$ cat config.mk
export PLATFORM = sky130hd
export DESIGN_NAME = saccade_velocity_detector_top
export DESIGN_NICKNAME = d
export VERILOG_FILES = /design/src/design/svd_pkg.sv /design/src/design/svd_rsp_fifo.sv /design/src/design/saccade_velocity_detector_top.sv
export SDC_FILE = /design/constraint.sdc
export NUM_CORES = 1
export LEC_CHECK = 0
export BUFFER_PORTS_ARGS = -buffer_cell sky130_fd_sc_hd__buf_2
export CAP_MARGIN = 0
export CORE_ASPECT_RATIO = 0.75
export CORE_MARGIN = 1.5
export CORE_UTILIZATION = 35
export CTS_BUF_LIST = sky130_fd_sc_hd__clkbuf_4
export CTS_CLUSTER_DIAMETER = 120
export CTS_CLUSTER_SIZE = 25
export DETAILED_ROUTE_END_ITERATION = 10
export GPL_ROUTABILITY_DRIVEN = 0
export GPL_TIMING_DRIVEN = 0
export PLACE_DENSITY = 0.58
export SLEW_MARGIN = 0
export SYNTH_ARGS = -nofsm -noshare
export SYNTH_HDL_FRONTEND = slang
export SYNTH_SLANG_ARGS = --single-unit
$ cat constraint.sdc
create_clock -name clock -period 21.1 [get_ports clock]
set_clock_uncertainty 0.05 [all_clocks]
set_input_delay 3.165 -clock clock [delete_from_list [all_inputs] [get_ports clock]]
set_output_delay 3.165 -clock clock [all_outputs]
set_load 0.01 [all_outputs]
$ cat src/design/svd_pkg.sv
// shared constants and types for the saccade velocity detector
`default_nettype none

package svd_pkg;

   // configuration register width and index space
   localparam int CFG_BITS       = 16;
   localparam int CSR_INDEX_BITS = 3;

   typedef enum logic [CSR_INDEX_BITS-1:0] {
      CSR_SPEED_THRESHOLD = 3'd0,
      CSR_MIN_RUN_POINTS  = 3'd1,
      CSR_MIN_AMPLITUDE   = 3'd2,
      CSR_MIN_DURATION    = 3'd3,
      CSR_START_OFFSET    = 3'd4
   } csr_index_type;

   // run length counter saturates here
   localparam int RUN_BITS = 16;
   localparam logic [RUN_BITS-1:0] RUN_MAX = '1;

   // response queue geometry
   localparam int RSP_DEPTH    = 4;
   localparam int RSP_PTR_BITS = $clog2(RSP_DEPTH);
   localparam int RSP_CNT_BITS = $clog2(RSP_DEPTH + 1);

   // up to two responses are queued per request
   typedef struct packed {
      logic first;
      logic second;
   } rsp_push_type;

endpackage

`default_nettype wire

$ cat src/design/svd_rsp_fifo.sv
// response queue: two writes and one read per cycle
`default_nettype none

module svd_rsp_fifo import svd_pkg::*; #(
   parameter int WIDTH = 115
) (
   input  wire logic             clock,
   input  wire logic             reset,
   input  wire rsp_push_type     push,
   input  wire logic [WIDTH-1:0] push_data0,
   input  wire logic [WIDTH-1:0] push_data1,
   output logic                  room_for_two,
   output logic                  pop_valid,
   input  wire logic             pop_ready,
   output logic [WIDTH-1:0]      pop_data
);

   logic [WIDTH-1:0]        entry_ff [RSP_DEPTH];
   logic [RSP_PTR_BITS-1:0] wr_ptr_ff, wr_ptr_in;
   logic [RSP_PTR_BITS-1:0] rd_ptr_ff, rd_ptr_in;
   logic [RSP_CNT_BITS-1:0] count_ff, count_in;
   logic [RSP_PTR_BITS-1:0] wr_ptr_next;
   logic                    pop;
   logic [RSP_CNT_BITS-1:0] push_count;

   assign pop          = pop_valid & pop_ready;
   assign pop_valid    = (count_ff != '0);
   assign pop_data     = entry_ff[rd_ptr_ff];
   assign room_for_two = (count_ff <= RSP_CNT_BITS'(RSP_DEPTH - 2));
   assign wr_ptr_next  = wr_ptr_ff + RSP_PTR_BITS'(1);
   assign push_count   = RSP_CNT_BITS'(push.first) + RSP_CNT_BITS'(push.second);

   always_comb begin
      wr_ptr_in = wr_ptr_ff + RSP_PTR_BITS'(push_count);
      rd_ptr_in = pop ? rd_ptr_ff + RSP_PTR_BITS'(1) : rd_ptr_ff;
      count_in  = count_ff + push_count - RSP_CNT_BITS'(pop);
   end

   always_ff @(posedge clock) begin
      if (reset) begin
         wr_ptr_ff <= '0;
         rd_ptr_ff <= '0;
         count_ff  <= '0;
      end else begin
         wr_ptr_ff <= wr_ptr_in;
         rd_ptr_ff <= rd_ptr_in;
         count_ff  <= count_in;
      end
   end

   always_ff @(posedge clock) begin
      if (push.first) begin
         entry_ff[wr_ptr_ff] <= push_data0;
      end
      if (push.second) begin
         entry_ff[wr_ptr_next] <= push_data1;
      end
   end

endmodule

`default_nettype wire

$ cat src/design/saccade_velocity_detector_top.sv
// saccade detector by velocity threshold, top level
`default_nettype none

// One signed sample is taken per request, one request per clock while the
// response queue has room for two entries. Each sample is differenced with
// the one before it in the same record; a step whose magnitude reaches
// speed_threshold is fast, and fast steps of one sign build a run. When a run
// of at least min_run_points steps ends (slow step, sign flip, or the request
// flagged end_of_record), it is reported if its step count reaches
// min_duration and its absolute amplitude reaches min_amplitude. One request
// yields zero, one or two responses; rsp_last_of_item marks the final one.
// The per-sample difference, compare and run update are combinational; each
// response is registered in a four-entry queue, so the sustained rate is one
// sample per clock unless the consumer stalls. Indices count samples from the
// start of a record and wrap. The user must write configuration through csr_*
// only while the block is idle; the block itself does not enforce this.

module saccade_velocity_detector_top import svd_pkg::*; #(
   parameter int SAMPLE_BITS = 16,
   parameter int INDEX_BITS  = 16
) (
   input  wire logic                          clock,
   input  wire logic                          reset,
   // request channel
   input  wire logic                          req_valid,
   output logic                               req_ready,
   input  wire logic signed [SAMPLE_BITS-1:0] req_sample,
   input  wire logic                          req_end_of_record,
   // response channel
   output logic                               rsp_valid,
   input  wire logic                          rsp_ready,
   output logic [INDEX_BITS-1:0]              rsp_begin_index,
   output logic [INDEX_BITS-1:0]              rsp_end_index,
   output logic signed [SAMPLE_BITS-1:0]      rsp_begin_value,
   output logic signed [SAMPLE_BITS-1:0]      rsp_end_value,
   output logic signed [SAMPLE_BITS:0]        rsp_amplitude,
   output logic [RUN_BITS-1:0]                rsp_step_count,
   output logic                               rsp_last_of_item,
   // configuration
   input  wire logic                          csr_write_enable,
   input  wire logic [CSR_INDEX_BITS-1:0]     csr_index,
   input  wire logic [CFG_BITS-1:0]           csr_write_data
);

   // compare widths wide enough for both sides
   localparam int MAG_CMP_BITS = (SAMPLE_BITS + 1 > CFG_BITS) ? SAMPLE_BITS + 1 : CFG_BITS;
   localparam int IDX_CMP_BITS = (INDEX_BITS > CFG_BITS) ? INDEX_BITS : CFG_BITS;

   typedef struct packed {
      logic [INDEX_BITS-1:0]         begin_index;
      logic [INDEX_BITS-1:0]         end_index;
      logic signed [SAMPLE_BITS-1:0] begin_value;
      logic signed [SAMPLE_BITS-1:0] end_value;
      logic signed [SAMPLE_BITS:0]   amplitude;
      logic [RUN_BITS-1:0]           step_count;
      logic                          last_of_item;
   } rsp_type;

   localparam int RSP_BITS = $bits(rsp_type);

   // configuration registers
   logic [CFG_BITS-1:0] speed_threshold_ff;
   logic [CFG_BITS-1:0] min_run_points_ff;
   logic [CFG_BITS-1:0] min_amplitude_ff;
   logic [CFG_BITS-1:0] min_duration_ff;
   logic [CFG_BITS-1:0] start_offset_ff;

   // record state
   logic                   have_prev_ff,   have_prev_in;
   logic                   primed_ff,      primed_in;
   logic                   prev_rising_ff, prev_rising_in;
   logic [SAMPLE_BITS-1:0] prev_sample_ff, prev_sample_in;
   logic [INDEX_BITS-1:0]  sample_idx_ff,  sample_idx_in;
   logic [RUN_BITS-1:0]    run_len_ff,     run_len_in;
   logic [INDEX_BITS-1:0]  run_bidx_ff,    run_bidx_in;
   logic [SAMPLE_BITS-1:0] run_bval_ff,    run_bval_in;

   // per-request datapath
   logic                          accept;
   logic [INDEX_BITS-1:0]         cur_idx;
   logic signed [SAMPLE_BITS:0]   diff;
   logic [SAMPLE_BITS:0]          diff_mag;
   logic                          rising;
   logic                          fast;
   logic                          eff_rising;
   logic                          active;
   logic                          run_extends;
   logic signed [SAMPLE_BITS:0]   amp_a;
   logic [SAMPLE_BITS:0]          mag_a;
   logic                          emit_a;
   logic [RUN_BITS-1:0]           run_len_nx;
   logic [INDEX_BITS-1:0]         run_bidx_nx;
   logic [SAMPLE_BITS-1:0]        run_bval_nx;
   logic signed [SAMPLE_BITS:0]   amp_b;
   logic [SAMPLE_BITS:0]          mag_b;
   logic                          emit_b;
   rsp_type                       rsp_a;
   rsp_type                       rsp_b;
   rsp_type                       rsp_head;
   rsp_push_type                  push;
   logic                          room_for_two;
   logic [RSP_BITS-1:0]           head_bits;

   assign accept    = req_valid & req_ready;
   assign req_ready = room_for_two;

   // configuration writes, unknown indices dropped
   always_ff @(posedge clock) begin
      if (reset) begin
         speed_threshold_ff <= CFG_BITS'(1);
         min_run_points_ff  <= CFG_BITS'(1);
         min_amplitude_ff   <= CFG_BITS'(1);
         min_duration_ff    <= CFG_BITS'(1);
         start_offset_ff    <= '0;
      end else if (csr_write_enable) begin
         case (csr_index_type'(csr_index))
            CSR_SPEED_THRESHOLD: speed_threshold_ff <= csr_write_data;
            CSR_MIN_RUN_POINTS:  min_run_points_ff  <= csr_write_data;
            CSR_MIN_AMPLITUDE:   min_amplitude_ff   <= csr_write_data;
            CSR_MIN_DURATION:    min_duration_ff    <= csr_write_data;
            CSR_START_OFFSET:    start_offset_ff    <= csr_write_data;
            default: ;
         endcase
      end
   end

   always_comb begin
      // index of this sample within the record
      cur_idx = have_prev_ff ? sample_idx_ff + INDEX_BITS'(1) : '0;

      // step from the previous sample
      diff     = $signed({req_sample[SAMPLE_BITS-1], req_sample})
               - $signed({prev_sample_ff[SAMPLE_BITS-1], prev_sample_ff});
      diff_mag = diff[SAMPLE_BITS] ? (SAMPLE_BITS+1)'(-diff) : (SAMPLE_BITS+1)'(diff);
      rising   = !diff[SAMPLE_BITS] && (diff != '0);
      fast     = MAG_CMP_BITS'(diff_mag) >= MAG_CMP_BITS'(speed_threshold_ff);

      // first step of a record sets the reference sign
      eff_rising = primed_ff ? prev_rising_ff : rising;
      // step index is the previous sample's index
      active  = have_prev_ff
              && (IDX_CMP_BITS'(sample_idx_ff) >= IDX_CMP_BITS'(start_offset_ff));
      run_extends = fast && (rising == eff_rising) && (run_len_ff != '0);

      // run closed by this step, ends at the previous sample
      amp_a  = $signed({prev_sample_ff[SAMPLE_BITS-1], prev_sample_ff})
             - $signed({run_bval_ff[SAMPLE_BITS-1], run_bval_ff});
      mag_a  = amp_a[SAMPLE_BITS] ? (SAMPLE_BITS+1)'(-amp_a) : (SAMPLE_BITS+1)'(amp_a);
      emit_a = active && !run_extends
             && (run_len_ff != '0) && (run_len_ff >= min_run_points_ff)
             && (run_len_ff >= min_duration_ff)
             && (MAG_CMP_BITS'(mag_a) >= MAG_CMP_BITS'(min_amplitude_ff));

      // run update
      run_len_nx  = run_len_ff;
      run_bidx_nx = run_bidx_ff;
      run_bval_nx = run_bval_ff;
      if (active) begin
         if (fast) begin
            if (run_extends) begin
               if (run_len_ff != RUN_MAX) begin
                  run_len_nx = run_len_ff + RUN_BITS'(1);
               end
            end else begin
               run_len_nx  = RUN_BITS'(1);
               run_bidx_nx = sample_idx_ff;
               run_bval_nx = prev_sample_ff;
            end
         end else begin
            run_len_nx = '0;
         end
      end

      // run still open at the record end closes on this sample
      amp_b  = $signed({req_sample[SAMPLE_BITS-1], req_sample})
             - $signed({run_bval_nx[SAMPLE_BITS-1], run_bval_nx});
      mag_b  = amp_b[SAMPLE_BITS] ? (SAMPLE_BITS+1)'(-amp_b) : (SAMPLE_BITS+1)'(amp_b);
      emit_b = req_end_of_record
             && (run_len_nx != '0) && (run_len_nx >= min_run_points_ff)
             && (run_len_nx >= min_duration_ff)
             && (MAG_CMP_BITS'(mag_b) >= MAG_CMP_BITS'(min_amplitude_ff));

      rsp_a.begin_index  = run_bidx_ff;
      rsp_a.end_index    = sample_idx_ff;
      rsp_a.begin_value  = run_bval_ff;
      rsp_a.end_value    = prev_sample_ff;
      rsp_a.amplitude    = amp_a;
      rsp_a.step_count   = run_len_ff;
      rsp_a.last_of_item = !emit_b;

      rsp_b.begin_index  = run_bidx_nx;
      rsp_b.end_index    = cur_idx;
      rsp_b.begin_value  = run_bval_nx;
      rsp_b.end_value    = req_sample;
      rsp_b.amplitude    = amp_b;
      rsp_b.step_count   = run_len_nx;
      rsp_b.last_of_item = 1'b1;

      // queue order: closed run first, then record-end run
      push.first  = accept && (emit_a || emit_b);
      push.second = accept && emit_a && emit_b;

      // next record state
      have_prev_in   = have_prev_ff;
      primed_in      = primed_ff;
      prev_rising_in = prev_rising_ff;
      prev_sample_in = prev_sample_ff;
      sample_idx_in  = sample_idx_ff;
      run_len_in     = run_len_ff;
      run_bidx_in    = run_bidx_ff;
      run_bval_in    = run_bval_ff;
      if (accept) begin
         if (req_end_of_record) begin
            have_prev_in   = 1'b0;
            primed_in      = 1'b0;
            prev_rising_in = 1'b0;
            prev_sample_in = '0;
            sample_idx_in  = '0;
            run_len_in     = '0;
            run_bidx_in    = '0;
            run_bval_in    = '0;
         end else begin
            have_prev_in   = 1'b1;
            prev_sample_in = req_sample;
            sample_idx_in  = cur_idx;
            run_len_in     = run_len_nx;
            run_bidx_in    = run_bidx_nx;
            run_bval_in    = run_bval_nx;
            if (have_prev_ff) begin
               primed_in      = 1'b1;
               prev_rising_in = active ? rising : eff_rising;
            end
         end
      end
   end

   always_ff @(posedge clock) begin
      if (reset) begin
         have_prev_ff   <= 1'b0;
         primed_ff      <= 1'b0;
         prev_rising_ff <= 1'b0;
         prev_sample_ff <= '0;
         sample_idx_ff  <= '0;
         run_len_ff     <= '0;
         run_bidx_ff    <= '0;
         run_bval_ff    <= '0;
      end else begin
         have_prev_ff   <= have_prev_in;
         primed_ff      <= primed_in;
         prev_rising_ff <= prev_rising_in;
         prev_sample_ff <= prev_sample_in;
         sample_idx_ff  <= sample_idx_in;
         run_len_ff     <= run_len_in;
         run_bidx_ff    <= run_bidx_in;
         run_bval_ff    <= run_bval_in;
      end
   end

   // response queue decouples the two sides
   svd_rsp_fifo #(
      .WIDTH (RSP_BITS)
   ) u_rsp_fifo (
      .clock        (clock),
      .reset        (reset),
      .push         (push),
      .push_data0   (emit_a ? rsp_a : rsp_b),
      .push_data1   (rsp_b),
      .room_for_two (room_for_two),
      .pop_valid    (rsp_valid),
      .pop_ready    (rsp_ready),
      .pop_data     (head_bits)
   );

   assign rsp_head         = rsp_type'(head_bits);
   assign rsp_begin_index  = rsp_head.begin_index;
   assign rsp_end_index    = rsp_head.end_index;
   assign rsp_begin_value  = rsp_head.begin_value;
   assign rsp_end_value    = rsp_head.end_value;
   assign rsp_amplitude    = rsp_head.amplitude;
   assign rsp_step_count   = rsp_head.step_count;
   assign rsp_last_of_item = rsp_head.last_of_item;

`ifndef SYNTHESIS
   // record end returns the record state to its idle form
   a_record_clear: assert property (@(posedge clock) disable iff (reset)
      (accept && req_end_of_record) |=> (!have_prev_ff && run_len_ff == '0 && !primed_ff))
      else $error("record state not cleared after record end");

   // a run only exists inside a record that has a previous sample
   a_run_in_record: assert property (@(posedge clock) disable iff (reset)
      (run_len_ff != '0) |-> have_prev_ff)
      else $error("open run without a previous sample");

   // the second queue write always pairs with a first
   a_push_order: assert property (@(posedge clock) disable iff (reset)
      push.second |-> push.first)
      else $error("second response queued without the first");

   // responses are only queued for an accepted request
   a_push_on_accept: assert property (@(posedge clock) disable iff (reset)
      push.first |-> accept)
      else $error("response queued without a request");
`endif

endmodule

`default_nettype wire
==> After elaboration in Yosys (flattened, before gate mapping) <==
Memory sizes are Yosys's and may differ from the RTL's. A register that Yosys moved wholly into a read port is not among the register bits.
Index checks and enable logic that the tools add are counted.
{ "totals": {"regBits": 170, "latch_bits": 0, "mem_bits_rw": 392, "romBits": 0, "in_bits": 41, "output_inout_bits": 100, "elab_cells": 113, "memories": 1} }
{ "op_classes": {"n_addsub": 14, "mul": 0, "n_div": 0, "magnitude_cmp": 9, "n_eq_ne": 6, "n_shift": 0, "n_mux": 33, "n_bitwise": 2, "reduce_logical": 32} }
{ "mem_list": {"columns": ["memory", "depth", "width", "read_ports", "rd_clocked_by_memory_dff", "write_ports", "line_no", "rtl"], "rows": [
  ["u_rsp_fifo.entry_ff", 4, 98, 1, 1, 2, "svd_rsp_fifo.sv:18", "logic [WIDTH-1:0] entry_ff [RSP_DEPTH];"]
]} }
{ "op_table": {"columns": ["op", "count"], "rows": [
  ["$mux W16", 16],
  ["$mux W98", 1],
  ["$ge A16 B16 Y1", 5],
  ["$ge A17 B16 Y1", 3],
  ["$mux W17", 3],
  ["$neg A17 Y17", 3],
  ["$sub A16 B16 Y17", 3],
  ["$add A16 B1 Y16 const B", 2],
  ["$reduce_bool A16 Y1", 2],
  ["$reduce_bool A17 Y1", 1],
  ["$logic_and A1 B1 Y1", 16],
  ["$ne A16 B16 Y1 const B", 1],
  ["$reduce_and A2 Y1", 6],
  ["$mux W1", 11],
  ["$eq A3 B2 Y1 const B", 2],
  ["$add A2 B1 Y2 const B", 2],
  ["$mux W2", 2],
  ["$add A3 B3 Y3", 1],
  ["$eq A3 B1 Y1 const B", 1],
  ["$eq A3 B3 Y1 const B", 1],
  ["$le A3 B2 Y1 const B", 1],
  ["$logic_not A1 Y1", 3],
  ["$logic_not A3 Y1", 1],
  ["$reduce_bool A3 Y1", 1],
  ["7 further kinds", 8]
]} }

==> Depth between registers and ports, before layout <==
{ "depth": {"word_depth": 20, "ltp_mapped": 57} }

==> Cells and area by module <==
From an unflattened synthesis, not the netlist that was laid out.
{ "hier_totals": {"hier_cells": 2901, "hier_area_um2": 34211.6} }
{ "by_module_without_submodules": {"columns": ["mod", "instances", "cells_each", "area_each_um2", "seq_area_each_um2"], "rows": [
  ["svd_rsp_fifo", 1, 998, 19323.5, 11951.5],
  ["saccade_velocity_detector_top", 1, 1903, 14888.0, 3263.1]
]} }

==> Worst setup path after synthesis <==
Ideal clock, no wire load.
{ "synth_path": {"path_kind": "input -> register", "from": "in req_sample[0]", "to": "mem u_rsp_fifo.entry_ff[2][10] in the netlist's numbering, enable pin", "setup_ps": 451, "arrival_time_ps": 15039, "setup_slack_ps": 5561, "path_stages": 51, "n_path_buf": 6, "path_cell_list": "inv_1 > ha_1 > fa_1 > nand2b_1 > a21oi_2 > o21ai_0 > a211oi_2 > nand4_2 > or2_2 > o41ai_1 > xnor2_1 > ha_1 > o211ai_1 > nor2_1 > a221oi_1 > and3_1 > a211oi_1 > a21boi_2 > [15 not listed] > nand2b_1 > a31oi_1 > clkbuf_1 > nor2_1 > xnor2_1 > ha_1 > and4_1 > nand2_1 > o21bai_1 > a31oi_1 > nor3_1 > o31a_1 > a21oi_2 > o21bai_1 > o31ai_1 > o21a_1 > buf_2 > inv_1"} }
{ "synth_lines": {"columns": ["item", "line_no", "rtl"], "rows": [
  ["start: declaration", "saccade_velocity_detector_top.sv:27", "input wire logic signed [SAMPLE_BITS-1:0] req_sample,"],
  ["end: declaration", "svd_rsp_fifo.sv:18", null]
]} }

==> qor.txt <==
Status: finished clean
Fraction of registers with async set/reset: 0
Max IR drop VDD: 0.00003924 V
Wire length of the first global-routing pass: 163500 µm
Worst Path Required: 21.68 ns
TritonCTS clock tree: done
Actual slew at the worst max-slew pin: 1.336 ns
CP max FO: 52
Commonest cells post-synth: edfxtp_1, nand2_1, nor2_1
Final #Nets: 3455
Hold Crit Class: flip-flop to flip-flop
Prevailing post-synth register cell: edfxtp_1
Drt drc: 0
Vias in the first global route: 24.96k
Post-CTS Setup Inserts: 0
Total number of vias: 26.63k
Sequential cell area fraction in the yosys report: 0.4706
Post-cts resize count: 0
DIE AREA: 0.09397 mm²
Number of H-tree levels: 1
Post-synth top area cell: edfxtp_1
Max-Cap Viols: 0
Starting Density: 0.3527
Layout fillers: 9132
Fin crit share: 0.7854
IO Count: 141
Final Critical Period: 16.57 ns
Port bufs: 138
Most area-consuming cells after synthesis: edfxtp_1, dfxtp_1, ha_1, mux4_2, nand2_1
Die height: 265.9 µm
Crit start category: primary input
Grt total ovfl: 0
Setup_tns: 0 ns
GRT Total Usage: 0.2308
Antenna violations before repair: 10
Synth unique cells: 93
Warnings from Yosys: 0
Share of layout cells above drive strength 1: 0.1114
Hold Vio Cnt, Final: 0
Final wirelength: 111700 µm
CTS Buf Count: 26
Syn avg cell area: 10.56 µm²
CTS Sinks: 564
Cell Area, Synth: 0.03224 mm²
Slowest cell delay on critical path: 0.82 ns
Mapped Cells: 3052
DRT Pass-1 Iters: 7
#FFs+latches synth: 564
Synth-to-layout area growth: 8.495%
Cell Pwr Density: 74.42 mW/mm²
Post-Syn Nets: 3284
Power, Total: 2.603 mW
Register area: 0.01517 mm²
Footprint of the multi-input gates: 0.01560 mm²
Fmax: 0.06034 GHz
Post-synth EDFFs: 388
Crit. End Element: flip-flop
Final Setup Violations: 0
Crit Path Class: primary input to flip-flop
Clk slew on worst S/H paths: 0.25 ns
Slew Limit Fails: 0
Most used cell along the critical path: buf_2
Core ar.: 0.09141 mm²
Largest net degree at the start of global routing: 69
Rows: 96
Worst path slowest cell: a31oi_1
Count leader, synth: edfxtp_1
Critical path arrival: 17.15 ns
Via/cell ratio: 5.955
Antenna viol nets, final: 0
Clk_lat worst skew: 1.07 ns
Rel. slew slack: 0.1043
Yosys top cell area share: 0.3614
LEAKAGE: 11.74 nW
Root buffer cell: clkbuf_4
Die Wd: 353.5 µm
Post-DP HPWL: 83410 µm
WL/cell: 24.98 µm
Initial DRC Count: 3102
Hold_buf cts: 0
Clock Path Buffers: 3
RSZ-0062 raised after global routing: no
-- worst paths after layout --
kind                            from                         end  slack (ns)  depth (start not counted)
hold reg to reg   min_duration_ff[4]          min_duration_ff[4]        0.42                          2
hold / removal    min_duration_ff[4]          min_duration_ff[4]        0.42                          2
setup reg to reg   prev_sample_ff[5]  u_rsp_fifo.entry_ff[1][58]        6.22                         51
setup / recovery       req_sample[0]  u_rsp_fifo.entry_ff[1][58]        4.53                         52
-- registers in the layout, summed over array words and instances, names as in the netlist, named ones only --
signal,cells
start_offset_ff,16
min_run_points_ff,16
have_prev_ff,1
prev_rising_ff,1
speed_threshold_ff,16
run_bval_ff,16
primed_ff,1
min_duration_ff,16
prev_sample_ff,16
min_amplitude_ff,16
u_rsp_fifo.rd_ptr_ff,2
run_bidx_ff,16
u_rsp_fifo.count_ff,3
u_rsp_fifo.wr_ptr_ff,2
run_len_ff,16
u_rsp_fifo.entry_ff,392
sample_idx_ff,16
-- where the power goes --
part	leakage (nW)	total, mW	switching, mW	internal [mW]
sequential	5.24	1.20	0.0147	1.18
clock	0.218	0.445	0.348	0.0964
combinational	6.29	0.964	0.587	0.376
total	11.7	2.60	0.950	1.65
-- stage by stage --
| stage | setup slack (ns) | hold slack (ns) | instances | util | area, µm² |
|---|---|---|---|---|---|
| 6_report | 4.528 | 0.4212 | 4472 | 0.3827 | 34980 |
| 5_1_grt | 3.658 | 0.4403 | 4470 | 0.3826 | 34980 |
| 4_1_cts | 4.794 | 0.4234 | 4467 | 0.3825 | 34960 |
| 3_5_place_dp | 3.788 | 0.3965 | 4420 | 0.3785 | 34600 |
| 3_3_place_gp | 0.8546 | 0.3921 | 4415 | 0.3771 | 34470 |
| 2_1_floorplan | 5.561 | 0.3820 | 3052 | - | 32240 |
-- kinds of logic after synthesis --
family,Yosys count,synth area share
XOR/XNOR,96,0.02654
AND/OR/NAND/NOR,815,0.1168
adder cells (fa/ha/maj),191,0.07505
AO/OA/AOI/OAI,889,0.1888
flip-flops,564,0.4706
multiplexers,124,0.07664
buffers and inverters,373,0.04560
-- layout by cell type (no fill, tap or decap), types with 21 or more instances in the layout --
cell type	n
nand3b_1	21
a21oi_1	184
nand2b_1	30
xnor2_1	68
a31oi_1	68
clkbuf_4	45
nor2_1	232
and3_1	22
o21ai_0	98
o22ai_1	153
buf_1	22
xor2_1	26
a22oi_1	28
nor3_1	43
ha_1	187
buf_2	159
dfxtp_1	176
a22o_1	60
mux2i_1	23
nor2b_1	28
clkbuf_1	174
a32o_1	64
edfxtp_1	388
a21o_1	31
mux4_2	98
nand3_1	39
inv_1	145
o21ai_1	23
nand2_1	309
-- area by class of cell --
type                            count  share of cell area
Multi-Input combinational cell   2115              0.4460
Antenna cell                        5           0.0003577
Timing Repair Buffer              143             0.02303
Tap cell                         1225             0.04382
Buffer                            223             0.02593
Inverter                          150             0.01667
Clock buffer                       45            0.009657
Sequential cell                   564              0.4338
Clock inverter                      2           0.0007154
-- metal layers --
metal,GRT usage,share of wire
met1,0.3407,0.45
met2,0.3473,0.43
met3,0.04692,0.098
met4,0.04907,0.021
met5,0,0.00024
-- critical path, delay by kind of cell --
family | cells | cell delay (ns)
and+or+nand+nor | 13 | 2.24
xor gates and xnor gates | 2 | 0.29
AOI/OAI and AO/OA | 21 | 5.69
muxes | 1 | 0.65
buffers and inverters | 10 | 3.09
adders and majority gates | 5 | 1.84
Note: power is estimated with default switching activity, not from simulation.
